==> src/hw/rtl/rrtd_pkg.sv <==
// Shared types, constants and helpers for the run-length row texel decoder.
package rrtd_pkg;

	localparam int MAX_EDGE      = 1024;
	localparam int MAX_ROW_BYTES = 8192;
	localparam int EDGE_W        = 11;
	localparam int POS_W         = 10;
	localparam int RBL_W         = 14;
	localparam int PEND_W        = 7;
	localparam int CFG_IDX_W     = 2;
	localparam int CFG_DATA_W    = 11;
	localparam int QUEUE_DEPTH   = 4;
	localparam int QUEUE_AW      = 2;
	localparam int QUEUE_CW      = 3;

	typedef enum logic [2:0] {
		PH_LO,
		PH_HI,
		PH_CODE,
		PH_REPVAL,
		PH_LIT,
		PH_DRAIN,
		PH_ERR,
		PH_DONE
	} phase_t;

	typedef enum logic [CFG_IDX_W-1:0] {
		REG_WIDTH,
		REG_HEIGHT,
		REG_KEY,
		REG_MODE
	} cfg_reg_t;

	typedef struct packed {
		logic [EDGE_W-1:0] width;
		logic [EDGE_W-1:0] height;
		logic [7:0]        key;
		logic              compressed;
	} cfg_t;

	typedef struct packed {
		logic [POS_W-1:0]  row;
		logic [POS_W-1:0]  column;
		logic [EDGE_W-1:0] length;
		logic [7:0]        value;
		logic              done;
		logic              err;
	} run_t;

	typedef struct packed {
		logic [1:0] n;
		run_t       r0;
		run_t       r1;
	} push_t;

	// Zero reads as one, anything above the largest edge as the largest edge.
	function automatic logic [EDGE_W-1:0] clamp_edge(input logic [EDGE_W-1:0] v);
		logic [EDGE_W-1:0] r;
		r = v;
		if (v == '0) begin
			r = EDGE_W'(1);
		end else if (v > EDGE_W'(MAX_EDGE)) begin
			r = EDGE_W'(MAX_EDGE);
		end
		return r;
	endfunction

endpackage

==> src/hw/rtl/rrtd_in_if.sv <==
// Byte stream channel into the decoder.
interface rrtd_in_if;
	logic       valid;
	logic       ready;
	logic [7:0] data_byte;
	logic       frame_start;

	modport source (output valid, output data_byte, output frame_start, input ready);
	modport sink (input valid, input data_byte, input frame_start, output ready);
endinterface

==> src/hw/rtl/rrtd_out_if.sv <==
// Texel run channel out of the decoder.
interface rrtd_out_if;
	logic        valid;
	logic        ready;
	logic [9:0]  run_row;
	logic [9:0]  run_column;
	logic [10:0] run_length;
	logic [7:0]  texel_value;
	logic        frame_done;
	logic        decode_error;

	modport source (output valid, output run_row, output run_column, output run_length,
		output texel_value, output frame_done, output decode_error, input ready);
	modport sink (input valid, input run_row, input run_column, input run_length,
		input texel_value, input frame_done, input decode_error, output ready);
endinterface

==> src/hw/rtl/rrtd_cfg_if.sv <==
// Register write channel of the decoder.
interface rrtd_cfg_if;
	logic                            valid;
	logic                            ready;
	logic [rrtd_pkg::CFG_IDX_W-1:0]  index;
	logic [rrtd_pkg::CFG_DATA_W-1:0] data;

	modport source (output valid, output index, output data, input ready);
	modport sink (input valid, input index, input data, output ready);
endinterface

==> src/hw/rtl/rrtd_parser.sv <==
// Input register, parser state and per-byte decode into at most two runs.
module rrtd_parser (
	input  logic             clk,
	input  logic             arst_n,
	rrtd_in_if.sink          stream,
	input  rrtd_pkg::cfg_t   cfg,
	input  logic             room,
	output rrtd_pkg::push_t  push
);

	logic [7:0] byte_s1;
	logic       start_s1;
	logic       valid_s1;
	logic       consume;

	rrtd_pkg::phase_t                 phase_q, phase_d;
	logic [rrtd_pkg::EDGE_W-1:0]      row_q, row_d;
	logic [rrtd_pkg::EDGE_W-1:0]      col_q, col_d;
	logic [rrtd_pkg::RBL_W-1:0]       rbl_q, rbl_d;
	logic [7:0]                       lo_q, lo_d;
	logic [rrtd_pkg::PEND_W-1:0]      pend_q, pend_d;
	rrtd_pkg::push_t                  res;

	assign consume      = valid_s1 && room;
	assign stream.ready = !valid_s1 || room;

	always_ff @(posedge clk or negedge arst_n) begin
		if (!arst_n) begin
			valid_s1 <= 1'b0;
		end else if (stream.valid && stream.ready) begin
			valid_s1 <= 1'b1;
		end else if (consume) begin
			valid_s1 <= 1'b0;
		end
	end

	always_ff @(posedge clk) begin
		if (stream.valid && stream.ready) begin
			byte_s1  <= stream.data_byte;
			start_s1 <= stream.frame_start;
		end
	end

	always_ff @(posedge clk or negedge arst_n) begin
		if (!arst_n) begin
			phase_q <= rrtd_pkg::PH_LO;
			row_q   <= '0;
			col_q   <= '0;
			rbl_q   <= '0;
			lo_q    <= '0;
			pend_q  <= '0;
		end else if (consume) begin
			phase_q <= phase_d;
			row_q   <= row_d;
			col_q   <= col_d;
			rbl_q   <= rbl_d;
			lo_q    <= lo_d;
			pend_q  <= pend_d;
		end
	end

	always_comb begin
		rrtd_pkg::phase_t             ph;
		logic [rrtd_pkg::EDGE_W-1:0]  row, col, col_base, avail, len_a, col1, len_b;
		logic [rrtd_pkg::EDGE_W-1:0]  row_r, col_r;
		logic [rrtd_pkg::RBL_W-1:0]   rbl, rbl_dec;
		logic [7:0]                   lo, val_a;
		logic [rrtd_pkg::PEND_W-1:0]  pend, want;
		logic [15:0]                  cnt;
		logic [rrtd_pkg::EDGE_W:0]    sum_a;
		logic                         last_row, tail, end_row, emit_a, emit_b, dead;
		rrtd_pkg::run_t               run_a, run_b;

		// a frame start clears the parser before its byte is used
		ph   = start_s1 ? rrtd_pkg::PH_LO : phase_q;
		row  = start_s1 ? '0 : row_q;
		col  = start_s1 ? '0 : col_q;
		rbl  = start_s1 ? '0 : rbl_q;
		lo   = start_s1 ? '0 : lo_q;
		pend = start_s1 ? '0 : pend_q;

		phase_d = ph;
		row_d   = row;
		col_d   = col;
		rbl_d   = rbl;
		lo_d    = lo;
		pend_d  = pend;
		res     = '0;

		last_row = ({1'b0, row} + 12'd1) >= {1'b0, cfg.height};
		col_base = col;
		want     = '0;
		val_a    = cfg.key;
		tail     = 1'b0;
		end_row  = 1'b0;
		rbl_dec  = (rbl != '0) ? rbl - 1'b1 : '0;
		cnt      = {byte_s1, lo};
		row_r    = row;
		col_r    = col;
		dead     = 1'b0;

		if (ph == rrtd_pkg::PH_ERR || ph == rrtd_pkg::PH_DONE) begin
			// drop everything until the next frame start
		end else if (!cfg.compressed) begin
			if (col >= cfg.width) begin
				col_r = '0;
				row_r = row + 1'b1;
				if (row_r >= cfg.height) begin
					phase_d = rrtd_pkg::PH_DONE;
					dead    = 1'b1;
				end
			end
			if (!dead) begin
				res.n         = 2'd1;
				res.r0.row    = row_r[rrtd_pkg::POS_W-1:0];
				res.r0.column = col_r[rrtd_pkg::POS_W-1:0];
				res.r0.length = rrtd_pkg::EDGE_W'(1);
				res.r0.value  = byte_s1;
				res.r0.done   = (({1'b0, row_r} + 12'd1) >= {1'b0, cfg.height})
					&& (({1'b0, col_r} + 12'd1) >= {1'b0, cfg.width});
				col_r = col_r + 1'b1;
				if (col_r >= cfg.width) begin
					col_r = '0;
					row_r = row_r + 1'b1;
					if (row_r >= cfg.height) begin
						phase_d = rrtd_pkg::PH_DONE;
					end
				end
			end
			row_d = row_r;
			col_d = col_r;
		end else begin
			unique case (ph)
				rrtd_pkg::PH_LO: begin
					lo_d    = byte_s1;
					phase_d = rrtd_pkg::PH_HI;
				end
				rrtd_pkg::PH_HI: begin
					if (cnt > 16'(rrtd_pkg::MAX_ROW_BYTES)) begin
						phase_d       = rrtd_pkg::PH_ERR;
						res.n         = 2'd1;
						res.r0.row    = row[rrtd_pkg::POS_W-1:0];
						res.r0.done   = 1'b1;
						res.r0.err    = 1'b1;
					end else if (cnt == 16'd0) begin
						col_base = '0;
						end_row  = 1'b1;
					end else begin
						col_d   = '0;
						rbl_d   = cnt[rrtd_pkg::RBL_W-1:0];
						phase_d = rrtd_pkg::PH_CODE;
					end
				end
				rrtd_pkg::PH_CODE: begin
					tail = 1'b1;
					if (byte_s1[0]) begin
						want = byte_s1[7:1];
					end else begin
						pend_d  = rrtd_pkg::PEND_W'(byte_s1[7:2]) + 1'b1;
						phase_d = byte_s1[1] ? rrtd_pkg::PH_REPVAL : rrtd_pkg::PH_LIT;
					end
				end
				rrtd_pkg::PH_REPVAL: begin
					tail    = 1'b1;
					want    = pend;
					val_a   = byte_s1;
					pend_d  = '0;
					phase_d = rrtd_pkg::PH_CODE;
				end
				rrtd_pkg::PH_LIT: begin
					tail   = 1'b1;
					want   = rrtd_pkg::PEND_W'(1);
					val_a  = byte_s1;
					pend_d = (pend != '0) ? pend - 1'b1 : '0;
					if (pend_d == '0) begin
						phase_d = rrtd_pkg::PH_CODE;
					end
				end
				default: begin
					tail = 1'b1;
				end
			endcase
		end

		// clipped run at the current column
		avail  = (col_base < cfg.width) ? cfg.width - col_base : '0;
		len_a  = ({4'b0, want} < avail) ? {4'b0, want} : avail;
		emit_a = len_a != '0;
		sum_a  = {1'b0, col_base} + {1'b0, len_a};
		col1   = col_base + len_a;

		run_a.row    = row[rrtd_pkg::POS_W-1:0];
		run_a.column = col_base[rrtd_pkg::POS_W-1:0];
		run_a.length = len_a;
		run_a.value  = val_a;
		run_a.done   = last_row && (sum_a >= {1'b0, cfg.width});
		run_a.err    = 1'b0;

		if (tail) begin
			rbl_d = rbl_dec;
			if (rbl_dec == '0) begin
				end_row = 1'b1;
			end else begin
				col_d = col1;
				if (col1 >= cfg.width) begin
					phase_d = rrtd_pkg::PH_DRAIN;
				end
			end
		end

		// key fill for whatever the row left uncovered
		emit_b       = end_row && (col1 < cfg.width);
		len_b        = cfg.width - col1;
		run_b.row    = row[rrtd_pkg::POS_W-1:0];
		run_b.column = col1[rrtd_pkg::POS_W-1:0];
		run_b.length = len_b;
		run_b.value  = cfg.key;
		run_b.done   = last_row;
		run_b.err    = 1'b0;

		if (end_row) begin
			col_d   = '0;
			rbl_d   = '0;
			pend_d  = '0;
			row_d   = row + 1'b1;
			phase_d = last_row ? rrtd_pkg::PH_DONE : rrtd_pkg::PH_LO;
		end

		if (tail || end_row) begin
			if (emit_a) begin
				res.n  = emit_b ? 2'd2 : 2'd1;
				res.r0 = run_a;
				res.r1 = run_b;
			end else begin
				res.n  = emit_b ? 2'd1 : 2'd0;
				res.r0 = run_b;
			end
		end
	end

	always_comb begin
		push   = res;
		push.n = consume ? res.n : 2'd0;
	end

	// an error result stands alone and closes the frame
	assert property (@(posedge clk) disable iff (!arst_n)
		(push.n != 2'd0 && push.r0.err) |-> (push.n == 2'd1 && push.r0.done))
		else $error("error result not alone or not marked done");

	// nothing comes out of a frame that has failed
	assert property (@(posedge clk) disable iff (!arst_n)
		(valid_s1 && !start_s1 && phase_q == rrtd_pkg::PH_ERR) |-> push.n == 2'd0)
		else $error("run emitted after decode error");

	// the second run of a byte is always the row's key fill
	assert property (@(posedge clk) disable iff (!arst_n)
		push.n == 2'd2 |-> (push.r1.value == cfg.key && !push.r1.err && push.r0.length != '0))
		else $error("second run is not a key fill");

endmodule

==> src/hw/rtl/rrtd_queue.sv <==
// Result queue: takes up to two runs per cycle while it has room, hands out one per cycle while the runs side is ready.
module rrtd_queue (
	input  logic             clk,
	input  logic             arst_n,
	input  rrtd_pkg::push_t  push,
	output logic             room,
	rrtd_out_if.source       runs
);

	rrtd_pkg::run_t                 entry_q [rrtd_pkg::QUEUE_DEPTH];
	logic [rrtd_pkg::QUEUE_AW-1:0]  wr_ptr_q, rd_ptr_q;
	logic [rrtd_pkg::QUEUE_CW-1:0]  count_q;
	logic                           pop;
	rrtd_pkg::run_t                 head;

	assign room = count_q <= rrtd_pkg::QUEUE_CW'(rrtd_pkg::QUEUE_DEPTH - 2);
	assign pop  = runs.valid && runs.ready;
	assign head = entry_q[rd_ptr_q];

	assign runs.valid        = count_q != '0;
	assign runs.run_row      = head.row;
	assign runs.run_column   = head.column;
	assign runs.run_length   = head.length;
	assign runs.texel_value  = head.value;
	assign runs.frame_done   = head.done;
	assign runs.decode_error = head.err;

	always_ff @(posedge clk) begin
		if (push.n != 2'd0) begin
			entry_q[wr_ptr_q] <= push.r0;
		end
		if (push.n == 2'd2) begin
			entry_q[wr_ptr_q + 1'b1] <= push.r1;
		end
	end

	always_ff @(posedge clk or negedge arst_n) begin
		if (!arst_n) begin
			wr_ptr_q <= '0;
			rd_ptr_q <= '0;
			count_q  <= '0;
		end else begin
			wr_ptr_q <= wr_ptr_q + rrtd_pkg::QUEUE_AW'(push.n);
			if (pop) begin
				rd_ptr_q <= rd_ptr_q + 1'b1;
			end
			count_q <= count_q + rrtd_pkg::QUEUE_CW'(push.n) - rrtd_pkg::QUEUE_CW'(pop);
		end
	end

	// the parser only pushes when two free slots were seen
	assert property (@(posedge clk) disable iff (!arst_n)
		push.n != 2'd0 |-> room)
		else $error("push into a full result queue");

	// the fill level follows pushes and pops exactly
	assert property (@(posedge clk) disable iff (!arst_n)
		1'b1 |=> count_q == $past(count_q) + rrtd_pkg::QUEUE_CW'($past(push.n))
			- rrtd_pkg::QUEUE_CW'($past(pop)))
		else $error("result queue count slipped");

endmodule

==> src/hw/rtl/rle_row_texel_decoder_top.sv <==
// Top level of the run-length row texel decoder: registers, parser and result queue.
//
// The decoder takes a frame's pixel stream one byte per cycle on the stream
// channel and hands out texel runs (row, start column, length, palette
// index) on the runs channel; the runs of each row tile it left to right.
// A byte makes zero, one or two runs. Every byte passes an input register
// and is decoded into a four-entry result queue; a run is offered on the
// runs channel once its byte has passed the input register and has been
// written into the queue. With the runs side always ready the block takes
// a byte every cycle; the second run of a byte that yields two runs (a code
// that also closes its row) leaves the queue after the first, and the
// stream stalls once the queue holds more than two runs. There is
// no clearing pass after reset. Registers are written through the cfg
// channel, which is always ready: width and height are clamped to
// 1..1024 as they are written. Write them only while the block is idle.
module rle_row_texel_decoder_top (
	input  logic         clk,
	input  logic         arst_n,
	rrtd_cfg_if.sink     cfg,
	rrtd_in_if.sink      stream,
	rrtd_out_if.source   runs
);

	rrtd_pkg::cfg_t   cfg_q;
	rrtd_pkg::push_t  push;
	logic             room;

	// registers never stall
	assign cfg.ready = 1'b1;

	// hold the register file; store width and height already clamped
	always_ff @(posedge clk or negedge arst_n) begin
		if (!arst_n) begin
			cfg_q.width      <= rrtd_pkg::EDGE_W'(1);
			cfg_q.height     <= rrtd_pkg::EDGE_W'(1);
			cfg_q.key        <= '0;
			cfg_q.compressed <= 1'b1;
		end else if (cfg.valid && cfg.ready) begin
			unique case (rrtd_pkg::cfg_reg_t'(cfg.index))
				rrtd_pkg::REG_WIDTH:  cfg_q.width      <= rrtd_pkg::clamp_edge(cfg.data);
				rrtd_pkg::REG_HEIGHT: cfg_q.height     <= rrtd_pkg::clamp_edge(cfg.data);
				rrtd_pkg::REG_KEY:    cfg_q.key        <= cfg.data[7:0];
				rrtd_pkg::REG_MODE:   cfg_q.compressed <= cfg.data[0];
				default: begin
				end
			endcase
		end
	end

	// decode each byte against the current parser state
	rrtd_parser u_parser (
		.clk    (clk),
		.arst_n (arst_n),
		.stream (stream),
		.cfg    (cfg_q),
		.room   (room),
		.push   (push)
	);

	// buffer the runs so a stalled consumer does not stop the stream at once
	rrtd_queue u_queue (
		.clk    (clk),
		.arst_n (arst_n),
		.push   (push),
		.room   (room),
		.runs   (runs)
	);

endmodule

==> src/flat_wrapper.sv <==
// flat-port wrapper written by rule: the top's interface ports become plain ports
module rle_row_texel_decoder_top_flat 
  (clk, arst_n, cfg_valid, cfg_index, cfg_data, cfg_ready, stream_valid, stream_data_byte, stream_frame_start, stream_ready, runs_valid, runs_run_row, runs_run_column, runs_run_length, runs_texel_value, runs_frame_done, runs_decode_error, runs_ready);
  rrtd_cfg_if cfg_i ();
  rrtd_in_if stream_i ();
  rrtd_out_if runs_i ();
  input  logic clk;
  input  logic arst_n;
  input wire logic [$bits(cfg_i.valid)-1:0] cfg_valid;
  input wire logic [$bits(cfg_i.index)-1:0] cfg_index;
  input wire logic [$bits(cfg_i.data)-1:0] cfg_data;
  output wire logic [$bits(cfg_i.ready)-1:0] cfg_ready;
  input wire logic [$bits(stream_i.valid)-1:0] stream_valid;
  input wire logic [$bits(stream_i.data_byte)-1:0] stream_data_byte;
  input wire logic [$bits(stream_i.frame_start)-1:0] stream_frame_start;
  output wire logic [$bits(stream_i.ready)-1:0] stream_ready;
  output wire logic [$bits(runs_i.valid)-1:0] runs_valid;
  output wire logic [$bits(runs_i.run_row)-1:0] runs_run_row;
  output wire logic [$bits(runs_i.run_column)-1:0] runs_run_column;
  output wire logic [$bits(runs_i.run_length)-1:0] runs_run_length;
  output wire logic [$bits(runs_i.texel_value)-1:0] runs_texel_value;
  output wire logic [$bits(runs_i.frame_done)-1:0] runs_frame_done;
  output wire logic [$bits(runs_i.decode_error)-1:0] runs_decode_error;
  input wire logic [$bits(runs_i.ready)-1:0] runs_ready;
  assign cfg_i.valid = cfg_valid;
  assign cfg_i.index = cfg_index;
  assign cfg_i.data = cfg_data;
  assign cfg_ready = cfg_i.ready;
  assign stream_i.valid = stream_valid;
  assign stream_i.data_byte = stream_data_byte;
  assign stream_i.frame_start = stream_frame_start;
  assign stream_ready = stream_i.ready;
  assign runs_valid = runs_i.valid;
  assign runs_run_row = runs_i.run_row;
  assign runs_run_column = runs_i.run_column;
  assign runs_run_length = runs_i.run_length;
  assign runs_texel_value = runs_i.texel_value;
  assign runs_frame_done = runs_i.frame_done;
  assign runs_decode_error = runs_i.decode_error;
  assign runs_i.ready = runs_ready;
  rle_row_texel_decoder_top u_core (.clk(clk), .arst_n(arst_n), .cfg(cfg_i), .stream(stream_i), .runs(runs_i));
endmodule
==> config.mk <==
export PLATFORM = sky130hd
export DESIGN_NAME = rle_row_texel_decoder_top_flat
export DESIGN_NICKNAME = d
export VERILOG_FILES = /design/src/hw/rtl/rrtd_pkg.sv /design/src/hw/rtl/rrtd_in_if.sv /design/src/hw/rtl/rrtd_out_if.sv /design/src/hw/rtl/rrtd_cfg_if.sv /design/src/hw/rtl/rrtd_parser.sv /design/src/hw/rtl/rrtd_queue.sv /design/src/hw/rtl/rle_row_texel_decoder_top.sv /design/src/flat_wrapper.sv
export SDC_FILE = /design/constraint.sdc
export NUM_CORES = 1
export LEC_CHECK = 0
export BUFFER_PORTS_ARGS = -buffer_cell sky130_fd_sc_hd__buf_2
export CORE_MARGIN = 4
export CORE_UTILIZATION = 65
export CTS_CLUSTER_DIAMETER = 40
export DETAILED_ROUTE_END_ITERATION = 7
export PLACE_DENSITY = 0.93
export SYNTH_ARGS = -nofsm -noshare
export SYNTH_HDL_FRONTEND = slang
export SYNTH_SLANG_ARGS = --single-unit
==> constraint.sdc <==
create_clock -name clk -period 18.9 [get_ports clk]
set_input_delay 0.945 -clock clk [delete_from_list [all_inputs] [get_ports clk]]
set_output_delay 0.945 -clock clk [all_outputs]
set_load 0.005 [all_outputs]
==> impl_metrics.py <==
metrics = {
    "critical_path": {
        "start_kind": "flip-flop",
        "crit_buf_inv": 2,
        "reg2reg_depth": 39,
        "worstSetupPathType": "reg -> reg",
        "arrival_ns": 12.40,
        "crit_slowest_cell": "a21boi_1",
        "worst_path_largest_cell_delay_ns": 1.11,
        "cp.required_ns": 19.08,
        "setup.worst_path.start": "u_core.u_parser.start_s1",
        "cp-end-kind": "flip-flop",
        "path_depth": 39,
        "critPathTopFamily": "compound AO/OA/AOI/OAI gates",
        "r2r_start": "u_core.u_parser.start_s1",
        "worst-path-max-fanout": 59,
    },
    "sta": {
        "max_clock_freq_mhz": 81.8,
        "finalClockSkew_ns": 0.0406,
        "hold_viol": 0,
        "worst_pin_slew_ns": 1.40,
        "layout_worst_path_cycle_share": 0.647,
        "fin_tns_setup_ns": 0,
        "finalSetupViolCount": 0,
        "drv_slew": 0,
        "rsz0062_at_grt": "false",
        "setup_ws_ns": 6.68,
        "slew_headroom": 0.0382,
        "fin_crit_ns": 12.22,
    },
    "clock_tree": {
        "hold_buffers": 0,
        "post-cts-setup-buffers": 0,
        "numCtsBuffers": 38,
        "cts_resized": 0,
        "cts_tree": "yes",
        "clk_path_buf_depth": 3,
        "cts.sinks": 266,
        "clockRootBuffer": "clkbuf_16",
        "clk_pin_slew_ns": 0.07,
        "htree_levels": 2,
        "clk_latency_ns": 0.56,
    },
    "yosys": {
        "ys_top_cells_by_count": "edfxtp_1, nand2_1, nor2_1",
        "syn-instance-count": 1953,
        "yosysWarnings": 0,
        "yosysSeqAreaShare": 0.398,
        "synth_edf_count": 169,
        "ys.flop_type": "edfxtp_1",
        "synth_top_area_share": 0.269,
        "async_reset_ff_frac": 0.350,
        "synth_seq_cells": 266,
        "syn_area_mm2": 0.0188,
        "yosys-top-cells-area": "edfxtp_1, dfrtp_1, ha_1, mux4_2, nand2_1",
        "postSynthAreaPerCell_um2": 9.64,
        "yosysMostFrequentCell": "edfxtp_1",
        "yosys.area.top_type": "edfxtp_1",
        "synth_cell_types": 89,
    },
    "run": {
        "max_cap_violations": 0,
    },
    "run_status": {
        "violations": "DRC",
        "outcome": "finished with violations",
    },
    "final_layout": {
        "layout.cells.non_filler": 2388,
        "nFillCells": 1999,
        "area_delta_synth_final_pct": 9.90,
        "nNetsFinal": 2112,
        "n_antenna_cell": 0,
        "drive_gt1_frac": 0.130,
    },
    "route": {
        "via_count": 17800,
        "ant_nets": 0,
        "viasPerCell": 7.47,
        "wl_um": 65200,
        "routedWlPerCell_um": 27.3,
        "drt_iter0_markers": 3089,
        "first_pass_iters": 8,
        "drc": 1,
    },
    "place": {
        "post-dp-hpwl_um": 46000,
        "io_buffers": 69,
        "place.gp.congestion": 1.06,
        "placed_cells": 2318,
        "pre_cts_slack_ns": 7.21,
    },
    "global_route": {
        "grt_usage": 0.405,
        "grt_max_degree": 76,
        "first_global_vias": 17000,
        "antenna_found_initial": 1,
        "grt.overflow.total": 0,
        "grt_pass1_wl_um": 99200,
    },
    "die": {
        "die_area_mm2": 0.0318,
        "rows": 62,
        "fp.dieW_um": 178,
        "dieHeight_um": 178,
        "initial_core_util": 0.658,
        "coreArea_mm2": 0.0286,
        "io_pins": 71,
    },
    "pwr": {
        "leakagePower_nw": 7.92,
        "swShare": 0.462,
        "p_comb_frac": 0.512,
        "p_int_mw": 1.73,
        "vdd.ir_drop.worst_uv": 160,
        "power_density_mw_per_mm2": 155,
        "power_mw": 3.21,
        "p_clk_frac": 0.217,
        "pwr-share-seq": 0.271,
        "switching_power_mw": 1.48,
    },
    "min_path": {
        "hp-class": "in -> async",
    },
}
cells by family after synthesis:
family                     Yosys count  synth area share
AOI/OAI and AO/OA                  610             0.222
and+or+nand+nor                    609             0.160
DFF                                266             0.398
buffers and inverters              210            0.0435
adders and majority gates          111            0.0753
muxes                               81            0.0712
xor gates and xnor gates            64            0.0298
other                                2          0.000399
sequential cells by signal, indices dropped and copies added, names as in the netlist:
register                  cells
u_core.u_queue.wr_ptr_q       2
u_core.u_parser.valid_s1      1
u_core.u_parser.pend_q        7
u_core.u_parser.phase_q       3
u_core.u_queue.entry_q      164
u_core.u_queue.count_q        3
u_core.u_parser.row_q        11
u_core.cfg_q                 31
u_core.u_parser.start_s1      1
u_core.u_parser.col_q        11
u_core.u_parser.rbl_q        14
u_core.u_parser.lo_q          8
u_core.u_parser.byte_s1       8
u_core.u_queue.rd_ptr_q       2
area by class of cell:
class                      count  area, um^2  share of cell area
clock buffer                  45         977              0.0472
clock inverter                25         263              0.0127
tap                          384         480              0.0232
multi-input combinational   1480       10600               0.510
timing repair buffer         103         603              0.0291
sequential                   266        7490               0.362
inverter                      85         319              0.0154
cells in the final DEF, fill, tap and decap left out, drive strengths merged, types with 8 or more instances in the layout:
master	count
o2bb2ai	42
clkbuf	45
dfrtp	90
or4	9
a31oi	8
a21oi	102
and2	17
a21o	23
mux4	41
nor2b	29
or3	13
a22oi	32
edfxtp	169
o21ai	111
nor2	161
nand4	12
mux2	13
and3	16
a22o	36
buf	103
o31ai	11
o211ai	12
nand2b	32
nor3	42
xnor2	44
a211oi	20
xor2	20
a32oi	9
o22ai	98
or2	13
ha	107
nand3	48
o21a	10
o32ai	19
a211o	8
nor4	19
inv	101
nand2	165
mux2i	27
power groups by stage:
| stage | Combinational, mW | Clock, mW | Sequential [mW] |
|---|---|---|---|
| after CTS | 1.59 | 0.692 | 0.861 |
| after global placement | 1.53 | 0 | 0.859 |
| after global routing | 1.75 | 0.719 | 0.879 |
| after detailed placement | 1.57 | 0 | 0.871 |
| after floorplan | 1.16 | 0 | 0.786 |
| final | 1.64 | 0.695 | 0.869 |
path summary, 6_finish.rpt:
check	end	slack, ns
worst max-delay path	u_core.u_queue.entry_q[2][16]	6.68
worst min-delay path	u_core.u_parser.row_q[5]	0.28
worst max register to register	u_core.u_queue.entry_q[2][16]	6.68
worst min register to register	u_core.u_queue.entry_q[0][0]	0.49
max in group asynchronous	u_core.u_parser.rbl_q[4]	17.32
min in group clk	u_core.u_queue.entry_q[0][0]	0.49
worst reg2reg max path, delay by kind of cell, from the launching register on:
kind,cells,cell delay (ns)
AOI/OAI and AO/OA,18,6.54
xor gates and xnor gates,1,0.50
adders and majority gates,5,1.60
buffers and inverters,2,0.48
DFF,1,0.38
and+or+nand+nor,13,2.34
layer usage:
metal	track usage	vias up	wire [um]
met2	0.644	1578	29200
met1	0.518	8330	22800
li1	-	7506	-
met5	0	-	0
met4	0.209	0	4620
met3	0.0967	432	8610
metrics by stage:
stage	hold slack [ns]	utilization	instance area [um^2]
final	0.275	0.723	20700
after global routing	0.290	0.723	20700
after CTS	0.287	0.723	20700
after detailed placement	0.475	0.680	19500
after global placement	0.447	0.680	19500
after floorplan	0.433	-	18800
Note: power is estimated with default switching activity, not from simulation.
